===== config.mk =====
export PLATFORM = sky130hd
export DESIGN_NAME = vgm_out_fifo
export DESIGN_NICKNAME = d
export VERILOG_FILES = /design/src/vgm_command_stream_parser_defines.svh /design/src/vgm_pkg.sv /design/src/vgm_out_fifo.sv
export SDC_FILE = /design/constraint.sdc
export NUM_CORES = 1
export LEC_CHECK = 0
export ABC_AREA = 1
export BUFFER_PORTS_ARGS = -buffer_cell sky130_fd_sc_hd__buf_2
export CAP_MARGIN = 0
export CORE_MARGIN = 8
export CORE_UTILIZATION = 35
export CTS_CLUSTER_SIZE = 16
export DETAILED_ROUTE_END_ITERATION = 12
export GPL_TIMING_DRIVEN = 1
export PLACE_DENSITY = 0.67
export SYNTH_ARGS = -nofsm -noshare
export SYNTH_HDL_FRONTEND = slang
export SYNTH_SLANG_ARGS = --single-unit

===== constraint.sdc =====
create_clock -name clk -period 3.8 [get_ports clk]
set_clock_uncertainty 0.1 [all_clocks]
set_input_delay 0.57 -clock clk [delete_from_list [all_inputs] [get_ports clk]]
set_output_delay 0.57 -clock clk [all_outputs]
set_load 0.02 [all_outputs]

===== src/vgm_command_stream_parser_defines.svh =====
// ----------------------------------------------------------------------------
// Assertion macros for the command stream parser
// Concurrent checks clocked on clk, held off while rst_n is low.
// ----------------------------------------------------------------------------
`ifndef VGM_COMMAND_STREAM_PARSER_DEFINES_SVH
`define VGM_COMMAND_STREAM_PARSER_DEFINES_SVH

`ifndef SYNTH
// property must hold at every clock edge out of reset
`define VGM_ASSERT(lbl, prop, msg) \
    lbl: assert property (@(posedge clk) disable iff (!rst_n) prop) else $error(msg);
// condition must never be seen at a clock edge out of reset
`define VGM_ASSERT_NEVER(lbl, cond, msg) \
    `VGM_ASSERT(lbl, !(cond), msg)
`else
`define VGM_ASSERT(lbl, prop, msg)
`define VGM_ASSERT_NEVER(lbl, cond, msg)
`endif

`endif


===== src/vgm_pkg.sv =====
// ----------------------------------------------------------------------------
// vgm_pkg
// Shared types, codes and constants of the command stream parser.
// ----------------------------------------------------------------------------
`timescale 1ns / 1ps

package vgm_pkg;

    // PCM bank geometry
    localparam int BANK_BYTES = 65536;
    localparam int BANK_AW    = $clog2(BANK_BYTES);
    localparam int FILL_W     = BANK_AW + 1;

    // result queue
    localparam int FIFO_DEPTH = 4;
    localparam int FIFO_AW    = $clog2(FIFO_DEPTH);
    localparam int CNT_W      = FIFO_AW + 1;

    localparam int OUT_TDATA_W = 136;

    // start position
    localparam logic [31:0] CFG_RESET  = 32'd12;
    localparam logic [31:0] START_BIAS = 32'h34;
    localparam logic [31:0] START_ZERO = 32'h40;

    // opcodes
    localparam logic [7:0] OP_STEREO    = 8'h4F;
    localparam logic [7:0] OP_PSG       = 8'h50;
    localparam logic [7:0] OP_FM0       = 8'h52;
    localparam logic [7:0] OP_FM1       = 8'h53;
    localparam logic [7:0] OP_WAIT      = 8'h61;
    localparam logic [7:0] OP_WAIT_NTSC = 8'h62;
    localparam logic [7:0] OP_WAIT_PAL  = 8'h63;
    localparam logic [7:0] OP_END       = 8'h66;
    localparam logic [7:0] OP_BLOCK     = 8'h67;
    localparam logic [7:0] OP_SEEK      = 8'hE0;
    localparam logic [7:0] BLOCK_MARK   = 8'h66;
    localparam logic [7:0] BLOCK_TYPE0  = 8'h00;
    localparam logic [3:0] NIB_SHORT_WAIT = 4'h7;
    localparam logic [3:0] NIB_PCM        = 4'h8;

    localparam logic [7:0]  STEREO_REG = 8'h06;
    localparam logic [7:0]  PCM_REG    = 8'h2A;
    localparam logic [15:0] WAIT_NTSC  = 16'd735;
    localparam logic [15:0] WAIT_PAL   = 16'd882;

    typedef enum logic [3:0] {
        KIND_STEREO = 4'd0,
        KIND_PSG    = 4'd1,
        KIND_FM0    = 4'd2,
        KIND_FM1    = 4'd3,
        KIND_PCM    = 4'd4,
        KIND_WAIT   = 4'd5,
        KIND_END    = 4'd6,
        KIND_BLOCK  = 4'd7,
        KIND_SEEK   = 4'd8,
        KIND_ERROR  = 4'd9
    } kind_t;

    typedef enum logic [2:0] {
        ERR_NONE      = 3'd0,
        ERR_OPCODE    = 3'd1,
        ERR_MARK      = 3'd2,
        ERR_TYPE      = 3'd3,
        ERR_OVERFLOW  = 3'd4,
        ERR_PAST_BANK = 3'd5
    } err_t;

    typedef struct packed {
        kind_t       kind;
        logic [7:0]  reg_addr;
        logic [7:0]  reg_value;
        logic [15:0] wait_samples;
        logic [31:0] bank_offset;
        logic [31:0] cmd_position;
        logic [31:0] cmd_index;
        err_t        error_code;
    } res_t;

    typedef struct packed {
        logic               en;
        logic [BANK_AW-1:0] addr;
        logic [7:0]         data;
    } bank_wr_t;

    typedef struct packed {
        logic               en;
        logic [BANK_AW-1:0] addr;
    } bank_rd_t;

    // stream position of the first command byte
    function automatic logic [31:0] start_pos(input logic [31:0] field);
        start_pos = (field == 32'd0) ? START_ZERO : field + START_BIAS;
    endfunction

    // operand bytes that follow an opcode
    function automatic logic [2:0] operands_needed(input logic [7:0] op);
        if (op == OP_STEREO || op == OP_PSG)
            operands_needed = 3'd1;
        else if (op == OP_SEEK)
            operands_needed = 3'd4;
        else
            operands_needed = 3'd2;
    endfunction

endpackage


===== src/vgm_out_fifo.sv =====
// ----------------------------------------------------------------------------
// vgm_out_fifo
// Small register queue of decoded results ahead of the master port.
// ----------------------------------------------------------------------------
`timescale 1ns / 1ps

module vgm_out_fifo (
    input  logic                      clk,
    input  logic                      rst_n,
    input  logic                      push,
    input  vgm_pkg::res_t             push_data,
    output logic                      pop_valid,
    input  logic                      pop_ready,
    output vgm_pkg::res_t             pop_data,
    output logic [vgm_pkg::CNT_W-1:0] count
);

    vgm_pkg::res_t                entry_reg [vgm_pkg::FIFO_DEPTH];
    logic [vgm_pkg::FIFO_AW-1:0]  wr_ptr_reg, wr_ptr_next;
    logic [vgm_pkg::FIFO_AW-1:0]  rd_ptr_reg, rd_ptr_next;
    logic [vgm_pkg::CNT_W-1:0]    count_reg, count_next;
    logic                         pop;

    assign pop_valid = (count_reg != '0);
    assign pop       = pop_valid && pop_ready;
    assign pop_data  = entry_reg[rd_ptr_reg];
    assign count     = count_reg;

    // pointer and count update
    always_comb
    begin
        wr_ptr_next = push ? wr_ptr_reg + 1'b1 : wr_ptr_reg;
        rd_ptr_next = pop ? rd_ptr_reg + 1'b1 : rd_ptr_reg;
        count_next  = count_reg + {{(vgm_pkg::CNT_W-1){1'b0}}, push}
                                - {{(vgm_pkg::CNT_W-1){1'b0}}, pop};
    end

    always_ff @(posedge clk or negedge rst_n)
    begin
        if (!rst_n)
        begin
            wr_ptr_reg <= '0;
            rd_ptr_reg <= '0;
            count_reg  <= '0;
        end
        else
        begin
            wr_ptr_reg <= wr_ptr_next;
            rd_ptr_reg <= rd_ptr_next;
            count_reg  <= count_next;
        end
    end

    // entry storage
    always_ff @(posedge clk)
    begin
        if (push)
        begin
            entry_reg[wr_ptr_reg] <= push_data;
        end
    end

endmodule


==> results.ini <==
[synthesis]
synth.distinct_cells=18
synth_area_mm2=0.02153
synth-warning-count=0
synth_seq_area_share=0.7613
synthesis.nets=1907
synth_cells=1761
synth.avg_cell_area_um2=12.23
synth_seq_cells=547

[clocking]
clk_pin_slew_ns=0.06
clock_path_buffers=3
cts_resized=0
cts_tree=yes
cts-root-buf=clkbuf_16
clock_latency_ns=0.59
numCtsBuffers=56
cts_sinks=547
cts_max_level=2

[hold_path]
hold_class=input pin to register
holdCritStartpoint=push_data[88]

[floorplanning]
dieArea_mm2=0.06971
coreArea_mm2=0.06126
start_util=0.3515
die_w_um=264.0
row_count=91
ios=278
die_y_um=264.0

[timing]
fin_setup_tns_ns=0
setup_viol=0
timing.slew.headroom=0.2739
fin_ws_ns=0.7302
worst_slew_pin_slew_ns=1.089
hold_violations=0
finalCritPeriodShare=0.8078
rsz0062_at_grt=false
finalCriticalPeriod_ns=3.070
drv_slew=0
fmax_mhz=325.8

[power_and_ir_drop]
vdd_drop_max_mv=0.5162
power_mw=20.92
power_leakage_nw=10.10
power.density_mw_per_mm2=818.4

[placement]
dp_slack_ns=1.173
io_buffer_count=277
gp_congestion=0.7298
dp.final_hpwl_um=28970

[routing]
drt-vias-per-instance=4.646
wl_met1_um=20310
wire_per_inst_um=16.73
met3_length_um=3300
wl_met2_um=23380
drt_iter0_drc=1097
ant_nets=0
top_layer=met5
drt-total-wl_um=48090
vias=13360
drt_pass1_iterations=5
drc=0

[critical_path]
end_kind=output port
path_buf_inv=3
crit_chain=inv_8, buf_4, nor2_1, o21ai_0, nand2_1, buf_2
crit_start=rd_ptr_reg[1]
worst_ep_arrival_time_ns=2.40
r2r-start=wr_ptr_reg[0]
crit_slowest_cell=dfrtp_1
required_ns=3.13
critical_path_class=register to output port
path_max_fanout=83
cp-start-kind=register
slowest_delay_ns=0.44
path_delay_family=buffers and inverters

[layout]
layout.nets=2185
final_common_cell=edfxtp_1
area_delta_synth_final_pct=18.73
layout_common_cells=540 x edfxtp_1, 421 x nand2_1, 277 x buf_2
largest_reg_flops=540
layout-drive-gt1-share=0.1874
fill_cells=5667

[global_routing]
antenna_found_initial=3
track_usage=0.1333
overflow=0
grt_max_degree=170
grt_pass1_wl_um=74250
first_global_vias=13330

[flow_run]
cap_violations=0

[outcome]
status=complete, no violations

[power by group]
part / leakage [nW] / internal (mW) / switching, mW
Clock: 0.847 / 2.98 / 2.20
Combinational: 4.21 / 2.11 / 5.48
Sequential: 5.04 / 7.89 / 0.253
[per-layer routing]
metal	GRT usage	vias up
met1	0.1661	6412
li1	-	6497
met3	0.03468	76
met4	0.03627	2
met2	0.2286	369
met5	0	-
[logic make-up (layout without fill, tap and decap cells)]
kind of cell / Yosys count / count (layout) / share of synthesized area
DFF: 547 / 547 / 0.7613
adders and majority gates: 7 / 7 / 0.004416
and+or+nand+nor: 694 / 694 / 0.1211
other: 0 / 4 / 0
AOI/OAI and AO/OA: 271 / 271 / 0.06299
buffers and inverters: 239 / 559 / 0.04899
xor gates and xnor gates: 3 / 3 / 0.001221
[metrics by stage]
stage               cells  hold slack [ns]  utilization  instance area [µm²]
floorplan            1761           0.1744            -                21550
global placement     2770           0.3633       0.3887                23810
detailed placement   2770           0.3633       0.3887                23810
CTS                  2871          0.03300       0.4172                25550
global route         2872          0.05230       0.4172                25560
finish               2875          0.08978       0.4173                25560
[repair_timing]
item,4_1_cts,5_1_grt
setup buffers,0,0
hold endpoints to repair,7,0
hold buffers,1,0
[synthesized netlist by cell type]
library cell	count	area, µm²
buf_1	17	63.81
buf_2	15	75.07
buf_4	17	127.6
buf_6	10	112.6
clkbuf_1	30	112.6
dfrtp_1	7	175.2
edfxtp_1	540	16220
fa_1	1	20.02
ha_1	6	75.07
inv_1	148	555.5
inv_2	2	7.510
nand2_1	421	1580
nand3_1	2	10.01
nor2_1	271	1017
o21ai_0	270	1351
o21ai_1	1	5.000
xnor2_1	1	8.760
xor2_1	2	17.52
[worst paths after layout]
| kind | end | slack, ns | depth (start not counted) |
|---|---|---|---|
| min | entry_reg[1][88] | 0.09 | 1 |
| max in group asynchronous | rd_ptr_reg[0] | 3.08 | 2 |
| max | pop_data[114] | 0.73 | 6 |
| min in group asynchronous | rd_ptr_reg[0] | 0.29 | 2 |
| min reg2reg | count[2] | 0.44 | 2 |
| max reg2reg | entry_reg[0][111] | 1.32 | 5 |
[area by class of cell]
type	count	area, µm²	area share
Inverter	150	588.1	0.02300
Clock buffer	70	1496	0.05854
Antenna cell	4	10.01	0.0003916
Sequential cell	547	16390	0.6413
Tap cell	790	988.4	0.03867
Clock inverter	30	234.0	0.009153
Multi-Input combinational cell	975	4085	0.1598
Timing Repair Buffer	309	1767	0.06911
[worst reg2reg max path, delay by kind of cell (launching register included)]
family / cells / cell delay, ns
fa+ha+maj: 1 / 0.20
buf+inv: 3 / 1.40
flops: 1 / 0.41
simple gates: 1 / 0.10
Note: power is estimated with default switching activity, not from simulation.
