File: src/vgm_command_stream_parser_defines.svh
// ----------------------------------------------------------------------------
// Assertion macros for the command stream parser
// Concurrent checks clocked on clk, held off while rst_n is low.
// ----------------------------------------------------------------------------
`ifndef VGM_COMMAND_STREAM_PARSER_DEFINES_SVH
`define VGM_COMMAND_STREAM_PARSER_DEFINES_SVH

`ifndef SYNTH
// property must hold at every clock edge out of reset
`define VGM_ASSERT(lbl, prop, msg) \
    lbl: assert property (@(posedge clk) disable iff (!rst_n) prop) else $error(msg);
// condition must never be seen at a clock edge out of reset
`define VGM_ASSERT_NEVER(lbl, cond, msg) \
    `VGM_ASSERT(lbl, !(cond), msg)
`else
`define VGM_ASSERT(lbl, prop, msg)
`define VGM_ASSERT_NEVER(lbl, cond, msg)
`endif

`endif

File: src/vgm_pkg.sv
// ----------------------------------------------------------------------------
// vgm_pkg
// Shared types, codes and constants of the command stream parser.
// ----------------------------------------------------------------------------
`timescale 1ns / 1ps

package vgm_pkg;

    // PCM bank geometry
    localparam int BANK_BYTES = 65536;
    localparam int BANK_AW    = $clog2(BANK_BYTES);
    localparam int FILL_W     = BANK_AW + 1;

    // result queue
    localparam int FIFO_DEPTH = 4;
    localparam int FIFO_AW    = $clog2(FIFO_DEPTH);
    localparam int CNT_W      = FIFO_AW + 1;

    localparam int OUT_TDATA_W = 136;

    // start position
    localparam logic [31:0] CFG_RESET  = 32'd12;
    localparam logic [31:0] START_BIAS = 32'h34;
    localparam logic [31:0] START_ZERO = 32'h40;

    // opcodes
    localparam logic [7:0] OP_STEREO    = 8'h4F;
    localparam logic [7:0] OP_PSG       = 8'h50;
    localparam logic [7:0] OP_FM0       = 8'h52;
    localparam logic [7:0] OP_FM1       = 8'h53;
    localparam logic [7:0] OP_WAIT      = 8'h61;
    localparam logic [7:0] OP_WAIT_NTSC = 8'h62;
    localparam logic [7:0] OP_WAIT_PAL  = 8'h63;
    localparam logic [7:0] OP_END       = 8'h66;
    localparam logic [7:0] OP_BLOCK     = 8'h67;
    localparam logic [7:0] OP_SEEK      = 8'hE0;
    localparam logic [7:0] BLOCK_MARK   = 8'h66;
    localparam logic [7:0] BLOCK_TYPE0  = 8'h00;
    localparam logic [3:0] NIB_SHORT_WAIT = 4'h7;
    localparam logic [3:0] NIB_PCM        = 4'h8;

    localparam logic [7:0]  STEREO_REG = 8'h06;
    localparam logic [7:0]  PCM_REG    = 8'h2A;
    localparam logic [15:0] WAIT_NTSC  = 16'd735;
    localparam logic [15:0] WAIT_PAL   = 16'd882;

    typedef enum logic [3:0] {
        KIND_STEREO = 4'd0,
        KIND_PSG    = 4'd1,
        KIND_FM0    = 4'd2,
        KIND_FM1    = 4'd3,
        KIND_PCM    = 4'd4,
        KIND_WAIT   = 4'd5,
        KIND_END    = 4'd6,
        KIND_BLOCK  = 4'd7,
        KIND_SEEK   = 4'd8,
        KIND_ERROR  = 4'd9
    } kind_t;

    typedef enum logic [2:0] {
        ERR_NONE      = 3'd0,
        ERR_OPCODE    = 3'd1,
        ERR_MARK      = 3'd2,
        ERR_TYPE      = 3'd3,
        ERR_OVERFLOW  = 3'd4,
        ERR_PAST_BANK = 3'd5
    } err_t;

    typedef struct packed {
        kind_t       kind;
        logic [7:0]  reg_addr;
        logic [7:0]  reg_value;
        logic [15:0] wait_samples;
        logic [31:0] bank_offset;
        logic [31:0] cmd_position;
        logic [31:0] cmd_index;
        err_t        error_code;
    } res_t;

    typedef struct packed {
        logic               en;
        logic [BANK_AW-1:0] addr;
        logic [7:0]         data;
    } bank_wr_t;

    typedef struct packed {
        logic               en;
        logic [BANK_AW-1:0] addr;
    } bank_rd_t;

    // stream position of the first command byte
    function automatic logic [31:0] start_pos(input logic [31:0] field);
        start_pos = (field == 32'd0) ? START_ZERO : field + START_BIAS;
    endfunction

    // operand bytes that follow an opcode
    function automatic logic [2:0] operands_needed(input logic [7:0] op);
        if (op == OP_STEREO || op == OP_PSG)
            operands_needed = 3'd1;
        else if (op == OP_SEEK)
            operands_needed = 3'd4;
        else
            operands_needed = 3'd2;
    endfunction

endpackage

File: src/vgm_parse.sv
// ----------------------------------------------------------------------------
// vgm_parse
// Parser state and decode: one stream byte per cycle, at most one result.
// ----------------------------------------------------------------------------
`timescale 1ns / 1ps

module vgm_parse (
    input  logic             clk,
    input  logic             rst_n,
    input  logic             byte_valid,
    input  logic [7:0]       byte_data,
    input  logic             cfg_we,
    input  logic [31:0]      cfg_data,
    output logic             res_valid,
    output vgm_pkg::res_t    res,
    output logic             pcm_hit,
    output vgm_pkg::bank_wr_t bank_wr,
    output vgm_pkg::bank_rd_t bank_rd
);

    typedef enum logic [2:0] {
        PH_AWAIT,
        PH_OPERANDS,
        PH_MARK,
        PH_TYPE,
        PH_SIZE,
        PH_DATA
    } phase_t;

    phase_t                      phase_reg, phase_next;
    logic [7:0]                  held_opcode_reg, held_opcode_next;
    logic [2:0]                  operand_count_reg, operand_count_next;
    logic [31:0]                 operand_shift_reg, operand_shift_next;
    logic [31:0]                 block_remaining_reg, block_remaining_next;
    logic [vgm_pkg::FILL_W-1:0]  bank_fill_reg, bank_fill_next;
    logic                        overflow_reg, overflow_next;
    logic [31:0]                 seek_base_reg, seek_base_next;
    logic [31:0]                 read_pointer_reg, read_pointer_next;
    logic [31:0]                 stream_position_reg, stream_position_next;
    logic [31:0]                 command_total_reg, command_total_next;
    logic [31:0]                 start_of_command_reg, start_of_command_next;

    logic [31:0] shift_new;
    logic [2:0]  count_new;
    logic [31:0] pcm_addr;
    logic [31:0] fill_ext;
    logic        emit;
    logic        counted;
    vgm_pkg::kind_t kind_w;
    vgm_pkg::err_t  err_w;
    logic [7:0]  addr_w;
    logic [7:0]  value_w;
    logic [15:0] wait_w;

    // operand assembly, little endian
    assign shift_new = operand_shift_reg
                     | ({24'd0, byte_data} << {operand_count_reg[1:0], 3'b000});
    assign count_new = operand_count_reg + 3'd1;
    assign pcm_addr  = seek_base_reg + read_pointer_reg;
    assign fill_ext  = {{(32 - vgm_pkg::FILL_W){1'b0}}, bank_fill_reg};

    // next state and result
    always_comb
    begin
        phase_next           = phase_reg;
        held_opcode_next     = held_opcode_reg;
        operand_count_next   = operand_count_reg;
        operand_shift_next   = operand_shift_reg;
        block_remaining_next = block_remaining_reg;
        bank_fill_next       = bank_fill_reg;
        overflow_next        = overflow_reg;
        seek_base_next       = seek_base_reg;
        read_pointer_next    = read_pointer_reg;
        stream_position_next = stream_position_reg;
        start_of_command_next = start_of_command_reg;

        emit    = 1'b0;
        counted = 1'b0;
        kind_w  = vgm_pkg::KIND_ERROR;
        err_w   = vgm_pkg::ERR_NONE;
        addr_w  = 8'd0;
        value_w = 8'd0;
        wait_w  = 16'd0;
        pcm_hit = 1'b0;

        bank_wr = '0;
        bank_rd = '0;

        if (byte_valid)
        begin
            stream_position_next = stream_position_reg + 32'd1;
            unique case (phase_reg)
                PH_OPERANDS:
                begin
                    operand_shift_next = shift_new;
                    operand_count_next = count_new;
                    if (count_new >= vgm_pkg::operands_needed(held_opcode_reg))
                    begin
                        phase_next = PH_AWAIT;
                        emit       = 1'b1;
                        counted    = 1'b1;
                        unique case (held_opcode_reg)
                            vgm_pkg::OP_STEREO:
                            begin
                                kind_w  = vgm_pkg::KIND_STEREO;
                                addr_w  = vgm_pkg::STEREO_REG;
                                value_w = shift_new[7:0];
                            end
                            vgm_pkg::OP_PSG:
                            begin
                                kind_w  = vgm_pkg::KIND_PSG;
                                value_w = shift_new[7:0];
                            end
                            vgm_pkg::OP_FM0:
                            begin
                                kind_w  = vgm_pkg::KIND_FM0;
                                addr_w  = shift_new[7:0];
                                value_w = shift_new[15:8];
                            end
                            vgm_pkg::OP_FM1:
                            begin
                                kind_w  = vgm_pkg::KIND_FM1;
                                addr_w  = shift_new[7:0];
                                value_w = shift_new[15:8];
                            end
                            vgm_pkg::OP_WAIT:
                            begin
                                kind_w = vgm_pkg::KIND_WAIT;
                                wait_w = shift_new[15:0];
                            end
                            default:
                            begin
                                // seek
                                kind_w            = vgm_pkg::KIND_SEEK;
                                seek_base_next    = shift_new;
                                read_pointer_next = 32'd0;
                            end
                        endcase
                    end
                end
                PH_MARK:
                begin
                    if (byte_data != vgm_pkg::BLOCK_MARK)
                    begin
                        phase_next = PH_AWAIT;
                        emit       = 1'b1;
                        err_w      = vgm_pkg::ERR_MARK;
                    end
                    else
                    begin
                        phase_next = PH_TYPE;
                    end
                end
                PH_TYPE:
                begin
                    if (byte_data != vgm_pkg::BLOCK_TYPE0)
                    begin
                        phase_next = PH_AWAIT;
                        emit       = 1'b1;
                        err_w      = vgm_pkg::ERR_TYPE;
                    end
                    else
                    begin
                        phase_next         = PH_SIZE;
                        operand_count_next = 3'd0;
                        operand_shift_next = 32'd0;
                    end
                end
                PH_SIZE:
                begin
                    operand_shift_next = shift_new;
                    operand_count_next = count_new;
                    if (count_new >= 3'd4)
                    begin
                        block_remaining_next = shift_new;
                        bank_fill_next       = '0;
                        overflow_next        = 1'b0;
                        if (shift_new == 32'd0)
                        begin
                            // empty block completes at once
                            phase_next        = PH_AWAIT;
                            seek_base_next    = 32'd0;
                            read_pointer_next = 32'd0;
                            emit              = 1'b1;
                            counted           = 1'b1;
                            kind_w            = vgm_pkg::KIND_BLOCK;
                        end
                        else
                        begin
                            phase_next = PH_DATA;
                        end
                    end
                end
                PH_DATA:
                begin
                    // store while the bank has room, else drop and flag
                    if (!bank_fill_reg[vgm_pkg::BANK_AW])
                    begin
                        bank_wr.en     = 1'b1;
                        bank_wr.addr   = bank_fill_reg[vgm_pkg::BANK_AW-1:0];
                        bank_wr.data   = byte_data;
                        bank_fill_next = bank_fill_reg + 1'b1;
                    end
                    else
                    begin
                        overflow_next = 1'b1;
                    end
                    block_remaining_next = block_remaining_reg - 32'd1;
                    if (block_remaining_reg == 32'd1)
                    begin
                        phase_next        = PH_AWAIT;
                        seek_base_next    = 32'd0;
                        read_pointer_next = 32'd0;
                        emit              = 1'b1;
                        counted           = 1'b1;
                        kind_w            = vgm_pkg::KIND_BLOCK;
                        err_w = (overflow_reg || bank_fill_reg[vgm_pkg::BANK_AW])
                              ? vgm_pkg::ERR_OVERFLOW : vgm_pkg::ERR_NONE;
                    end
                end
                default:
                begin
                    // new opcode
                    phase_next            = PH_AWAIT;
                    start_of_command_next = stream_position_reg;
                    held_opcode_next      = byte_data;
                    operand_count_next    = 3'd0;
                    operand_shift_next    = 32'd0;
                    unique case (byte_data)
                        vgm_pkg::OP_STEREO, vgm_pkg::OP_PSG, vgm_pkg::OP_FM0,
                        vgm_pkg::OP_FM1, vgm_pkg::OP_WAIT, vgm_pkg::OP_SEEK:
                        begin
                            phase_next = PH_OPERANDS;
                        end
                        vgm_pkg::OP_BLOCK:
                        begin
                            phase_next = PH_MARK;
                        end
                        vgm_pkg::OP_WAIT_NTSC:
                        begin
                            emit    = 1'b1;
                            counted = 1'b1;
                            kind_w  = vgm_pkg::KIND_WAIT;
                            wait_w  = vgm_pkg::WAIT_NTSC;
                        end
                        vgm_pkg::OP_WAIT_PAL:
                        begin
                            emit    = 1'b1;
                            counted = 1'b1;
                            kind_w  = vgm_pkg::KIND_WAIT;
                            wait_w  = vgm_pkg::WAIT_PAL;
                        end
                        vgm_pkg::OP_END:
                        begin
                            emit    = 1'b1;
                            counted = 1'b1;
                            kind_w  = vgm_pkg::KIND_END;
                        end
                        default:
                        begin
                            emit = 1'b1;
                            priority if (byte_data[7:4] == vgm_pkg::NIB_SHORT_WAIT)
                            begin
                                counted = 1'b1;
                                kind_w  = vgm_pkg::KIND_WAIT;
                                wait_w  = {12'd0, byte_data[3:0]} + 16'd1;
                            end
                            else if (byte_data[7:4] == vgm_pkg::NIB_PCM)
                            begin
                                // bank byte arrives from the RAM next cycle
                                counted           = 1'b1;
                                kind_w            = vgm_pkg::KIND_PCM;
                                addr_w            = vgm_pkg::PCM_REG;
                                wait_w            = {12'd0, byte_data[3:0]};
                                read_pointer_next = read_pointer_reg + 32'd1;
                                if (pcm_addr < fill_ext)
                                begin
                                    pcm_hit      = 1'b1;
                                    bank_rd.en   = 1'b1;
                                    bank_rd.addr = pcm_addr[vgm_pkg::BANK_AW-1:0];
                                end
                                else
                                begin
                                    err_w = vgm_pkg::ERR_PAST_BANK;
                                end
                            end
                            else
                            begin
                                err_w = vgm_pkg::ERR_OPCODE;
                            end
                        end
                    endcase
                end
            endcase
        end

        // register write reloads the position
        if (cfg_we)
        begin
            stream_position_next = vgm_pkg::start_pos(cfg_data);
        end

        command_total_next = (emit && counted) ? command_total_reg + 32'd1
                                               : command_total_reg;

        res_valid          = emit;
        res.kind           = kind_w;
        res.reg_addr       = addr_w;
        res.reg_value      = value_w;
        res.wait_samples   = wait_w;
        res.bank_offset    = seek_base_next;
        res.cmd_position   = start_of_command_next;
        res.cmd_index      = command_total_reg;
        res.error_code     = err_w;
    end

    // parser state
    always_ff @(posedge clk or negedge rst_n)
    begin
        if (!rst_n)
        begin
            phase_reg            <= PH_AWAIT;
            held_opcode_reg      <= 8'd0;
            operand_count_reg    <= 3'd0;
            operand_shift_reg    <= 32'd0;
            block_remaining_reg  <= 32'd0;
            bank_fill_reg        <= '0;
            overflow_reg         <= 1'b0;
            seek_base_reg        <= 32'd0;
            read_pointer_reg     <= 32'd0;
            stream_position_reg  <= vgm_pkg::start_pos(vgm_pkg::CFG_RESET);
            command_total_reg    <= 32'd0;
            start_of_command_reg <= 32'd0;
        end
        else
        begin
            phase_reg            <= phase_next;
            held_opcode_reg      <= held_opcode_next;
            operand_count_reg    <= operand_count_next;
            operand_shift_reg    <= operand_shift_next;
            block_remaining_reg  <= block_remaining_next;
            bank_fill_reg        <= bank_fill_next;
            overflow_reg         <= overflow_next;
            seek_base_reg        <= seek_base_next;
            read_pointer_reg     <= read_pointer_next;
            stream_position_reg  <= stream_position_next;
            command_total_reg    <= command_total_next;
            start_of_command_reg <= start_of_command_next;
        end
    end

endmodule

File: config.mk
export PLATFORM = sky130hd
export DESIGN_NAME = vgm_parse
export DESIGN_NICKNAME = d
export VERILOG_FILES = /design/src/vgm_command_stream_parser_defines.svh /design/src/vgm_pkg.sv /design/src/vgm_parse.sv
export SDC_FILE = /design/constraint.sdc
export NUM_CORES = 1
export LEC_CHECK = 0
export BUFFER_PORTS_ARGS = -buffer_cell sky130_fd_sc_hd__clkbuf_2
export CAP_MARGIN = 20
export CORE_MARGIN = 3
export CORE_UTILIZATION = 41
export CTS_CLUSTER_SIZE = 16
export DETAILED_ROUTE_END_ITERATION = 8
export PLACE_DENSITY = 0.65
export RECOVER_POWER = 100
export SETUP_SLACK_MARGIN = 0.5
export SYNTH_ARGS = -nofsm -noshare
export SYNTH_HDL_FRONTEND = slang
export SYNTH_SLANG_ARGS = --single-unit
File: constraint.sdc
create_clock -name clk -period 5 [get_ports clk]
set_input_delay 0.5 -clock clk [delete_from_list [all_inputs] [get_ports clk]]
set_output_delay 0.5 -clock clk [all_outputs]
set_load 0.05 [all_outputs]
==> impl_results.md <==
- Clk Latency, worst-skew pair: about 590 ps
- Final Hold Fails: 0
- Synth Area in XOR/XNOR: 5.84%
- Crit path DAT: between 5000 and 6000 ps
- First-pass GRT wire length: between 90,000 and 100,000 um
- Clk_skew: 34.4 ps
- Vias: 16,600
- Mapped Cells: between 2,000 and 2,500
- Slew @ Worst Pin: about 2600 ps
- Die footprint: 0.0430 mm2
- # H-tree levels: 1
- Syn-to-layout area delta: 21.4%
- RSZ-0062 raised after global routing: yes
- Tot GR Track Use: between 20% and 30%
- Fill cell count: between 3,000 and 4,000
- Post-DR wirelength/cell: 20.9 um
- DR vias/cell: slightly below 6
- Yosys reg bits: about 260
- Most frequent cells after synthesis: dfrtp_1 (255), nor2_1 (215), nand2_1 (204)
- Fraction of layout cells with a size suffix above 1: between 15 and 20%
- Endpoints failing setup: 57
- CP required: ~4500 ps
- N_diodes: 0
- Drt pass-1 iters: 6
- Post-synthesis mux area share: under 10%
- Pin count of the biggest net entering global routing: 94
- Critical Path Start Type: register
- Clk slew on worst S/H paths: roughly 60 ps
- Area after DPL: around 0.019 mm2
- Simple-Gate Fraction of Synth Area: around 24%
- Final GP Congestion: between 0.9 and 1
- Status: complete, but fails checks
- Synth cell types: 73
- Top_reg_cell synth: dfrtp_1
- Finished Layout Cells: between 2,000 and 3,000
- Post-synth top area cell: dfrtp_1
- Compound-Gate Fraction of Synth Area: between 20% and 30%
- Fmax: ~0.18 GHz
- Sequential area share after synthesis: 38.5%
- Antenna violations before repair: 0
- Clock root buffer: clkbuf_16
- Design area: 0.0202 mm2
- Final net count: 2,360
- Core area: roughly 0.04 mm2
- Top post-synthesis cells by area: dfrtp_1 (38%), o21ai_0 (5.7%), ha_1 (4.9%)
- Detailed placement HPWL: ~44,000 um
- CTS max path bufs: 3
- Util after Layout: between 50% and 60%
- PwrDens: between 500 and 600 mW/mm2
- Aggregate global routing overflow: 0
- Tot Pwr: between 0.01 and 0.015 W
- Synthesized area per cell: just over 8 um2
- Initial Utilization: roughly two fifths
- Fin crit period: approximately 5700 ps
- Post-synthesis adder-cell area fraction: 5.01%
- CTS sink count: between 200 and 300
- Hold Slack: between 150 and 200 ps
- Placed Cells: 2,728
- Pleak: approximately 9 nW
- Ports: 223
- EDFF count, synth: 0
- Hold Crit Class: in -> reg
- Row count: 73
- Final ANT Viol Nets: 0
- Crit Path Max Fanout: 7
- Port bufs: 222
- Setup Crit Path Kind: reg -> out
- Clock buffer count from CTS: 31
- Remaining DRCs: 0
- Post-synth ARST share: 100%
- Worst setup margin: -682 ps
- Vias in the first global route: 16,000
- Most frequent cell after synthesis: dfrtp_1
- Worst setup EP type: output pin
- Die X: between 200 and 250 um
- Syn nets: ~2,100
- Failing checks: max-capacitance violations, max-slew violations, negative setup slack
- Mapped Area: about 0.017 mm2
- Iter 0 DRT Violations: between 1,500 and 2,000
- Max cap viols: 5
- Final WL: just under 60,000 um
- Max IR drop VDD: between 0.4 and 0.5 mV
- Period utilization: 114%
- TritonCTS clock tree: built
- Final Slew Violations: 253
- Largest family of logic cells by synthesized area: simple AND/OR/NAND/NOR gates
- Yosys top cell area share: between 30% and 40%
- Slew headroom: -75.1%
- Die height: around 210 um
- Synth warnings: 0
==> critical path: stages (launching register included) <==
cell and delay (ps):
dfrtp_1 410, ha_4 170, inv_2 40, fa_2 330, nand2b_4 160, a21oi_4 200
o21a_1 180, nor3_2 70, o21bai_1 130, a21oi_1 90, xnor2_1 150, ha_1 320
nand3_2 90, nor2_2 40, a22oi_2 200, o221ai_1 150, or4_1 560, nor4_2 170
nand4_1 180, buf_6 170, nor4_4 200, buf_6 180, buf_12 110, and2_4 150
buf_12 130
==> cell families (layout without fill, tap and decap cells) <==
kind of cell / count (synthesis) / after routing
AND/OR/NAND/NOR: 820 / 820
AO/OA/AOI/OAI: 557 / 557
flip-flops: 256 / 256
XOR/XNOR: 111 / 111
multiplexers: 40 / 40
adder cells (fa/ha/maj): 66 / 66
buffers and inverters: 155 / 422
==> worst paths after layout <==
check	from	end	cells past startpoint	slack, ps
setup / recovery	read_pointer_reg[0]$_DFFE_PN0P_	bank_rd[10]	24	-680
hold / removal	cfg_data[0]	stream_position_reg[0]$_DFFE_PN0P_	3	190
setup reg to reg	held_opcode_reg[4]$_DFFE_PN0P_	read_pointer_reg[6]$_DFFE_PN0P_	13	570
hold reg to reg	command_total_reg[31]$_DFFE_PN0P_	command_total_reg[31]$_DFFE_PN0P_	1	480
max in group asynchronous	rst_n	read_pointer_reg[10]$_DFFE_PN0P_	3	940
min in group asynchronous	rst_n	block_remaining_reg[7]$_DFFE_PN0P_	2	1160
==> layout by cell type, fill, tap and decap left out, drive strengths merged, types with 16 or more instances in the layout <==
cell    count
mux2       37
nand3      87
xnor2      89
clkbuf    263
buf        95
inv        50
nor2b      16
nand2     204
a21oi     159
nand4      42
nor2      216
o21a       20
o21ai     190
nor3       45
ha         65
a22o       18
o22a       23
and2       62
xor2       22
nor4       39
a31oi      26
and3       41
o22ai      25
dfrtp     255
==> per-stage QoR <==
stage	worst slack, ps	TNS (ps)
2_1_floorplan	334	0
3_3_place_gp	8.31	0
3_5_place_dp	-298	-5180
4_1_cts	-617	-11460
5_1_grt	-896	-43390
6_report	-682	-25430
==> repair_timing <==
action	in CTS	in global routing
buffers inserted	5	7
setup endpoints to repair	56	65
hold buffers	1	0
pin swaps	13	3
gates cloned	1	0
resized for setup	51	61
hold endpoints to repair	66	0
==> power breakdown <==
group	switching, W	total, W	internal (W)
clock network	0.000926	0.00235	0.00142
logic	0.00371	0.00535	0.00164
registers	0.000523	0.00315	0.00262
==> cell type report <==
class / instances / area, um2 / share of cell area, %
inverter: 51 / 191 / 0.948
sequential: 256 / 6410 / 31.7
multi-input combinational: 1594 / 9850 / 48.8
clock buffer: 43 / 881 / 4.36
tap: 525 / 657 / 3.25
clock inverter: 12 / 170 / 0.843
timing repair buffer: 316 / 2030 / 10.1
==> per-layer routing <==
layer  global-route usage, %  part of all wire, %
met5                       0                    0
met3                    4.85                  8.7
met4                    9.25                  3.2
met2                    41.7                   45
met1                    36.1                   43
Note: power is estimated with default switching activity, not from simulation.
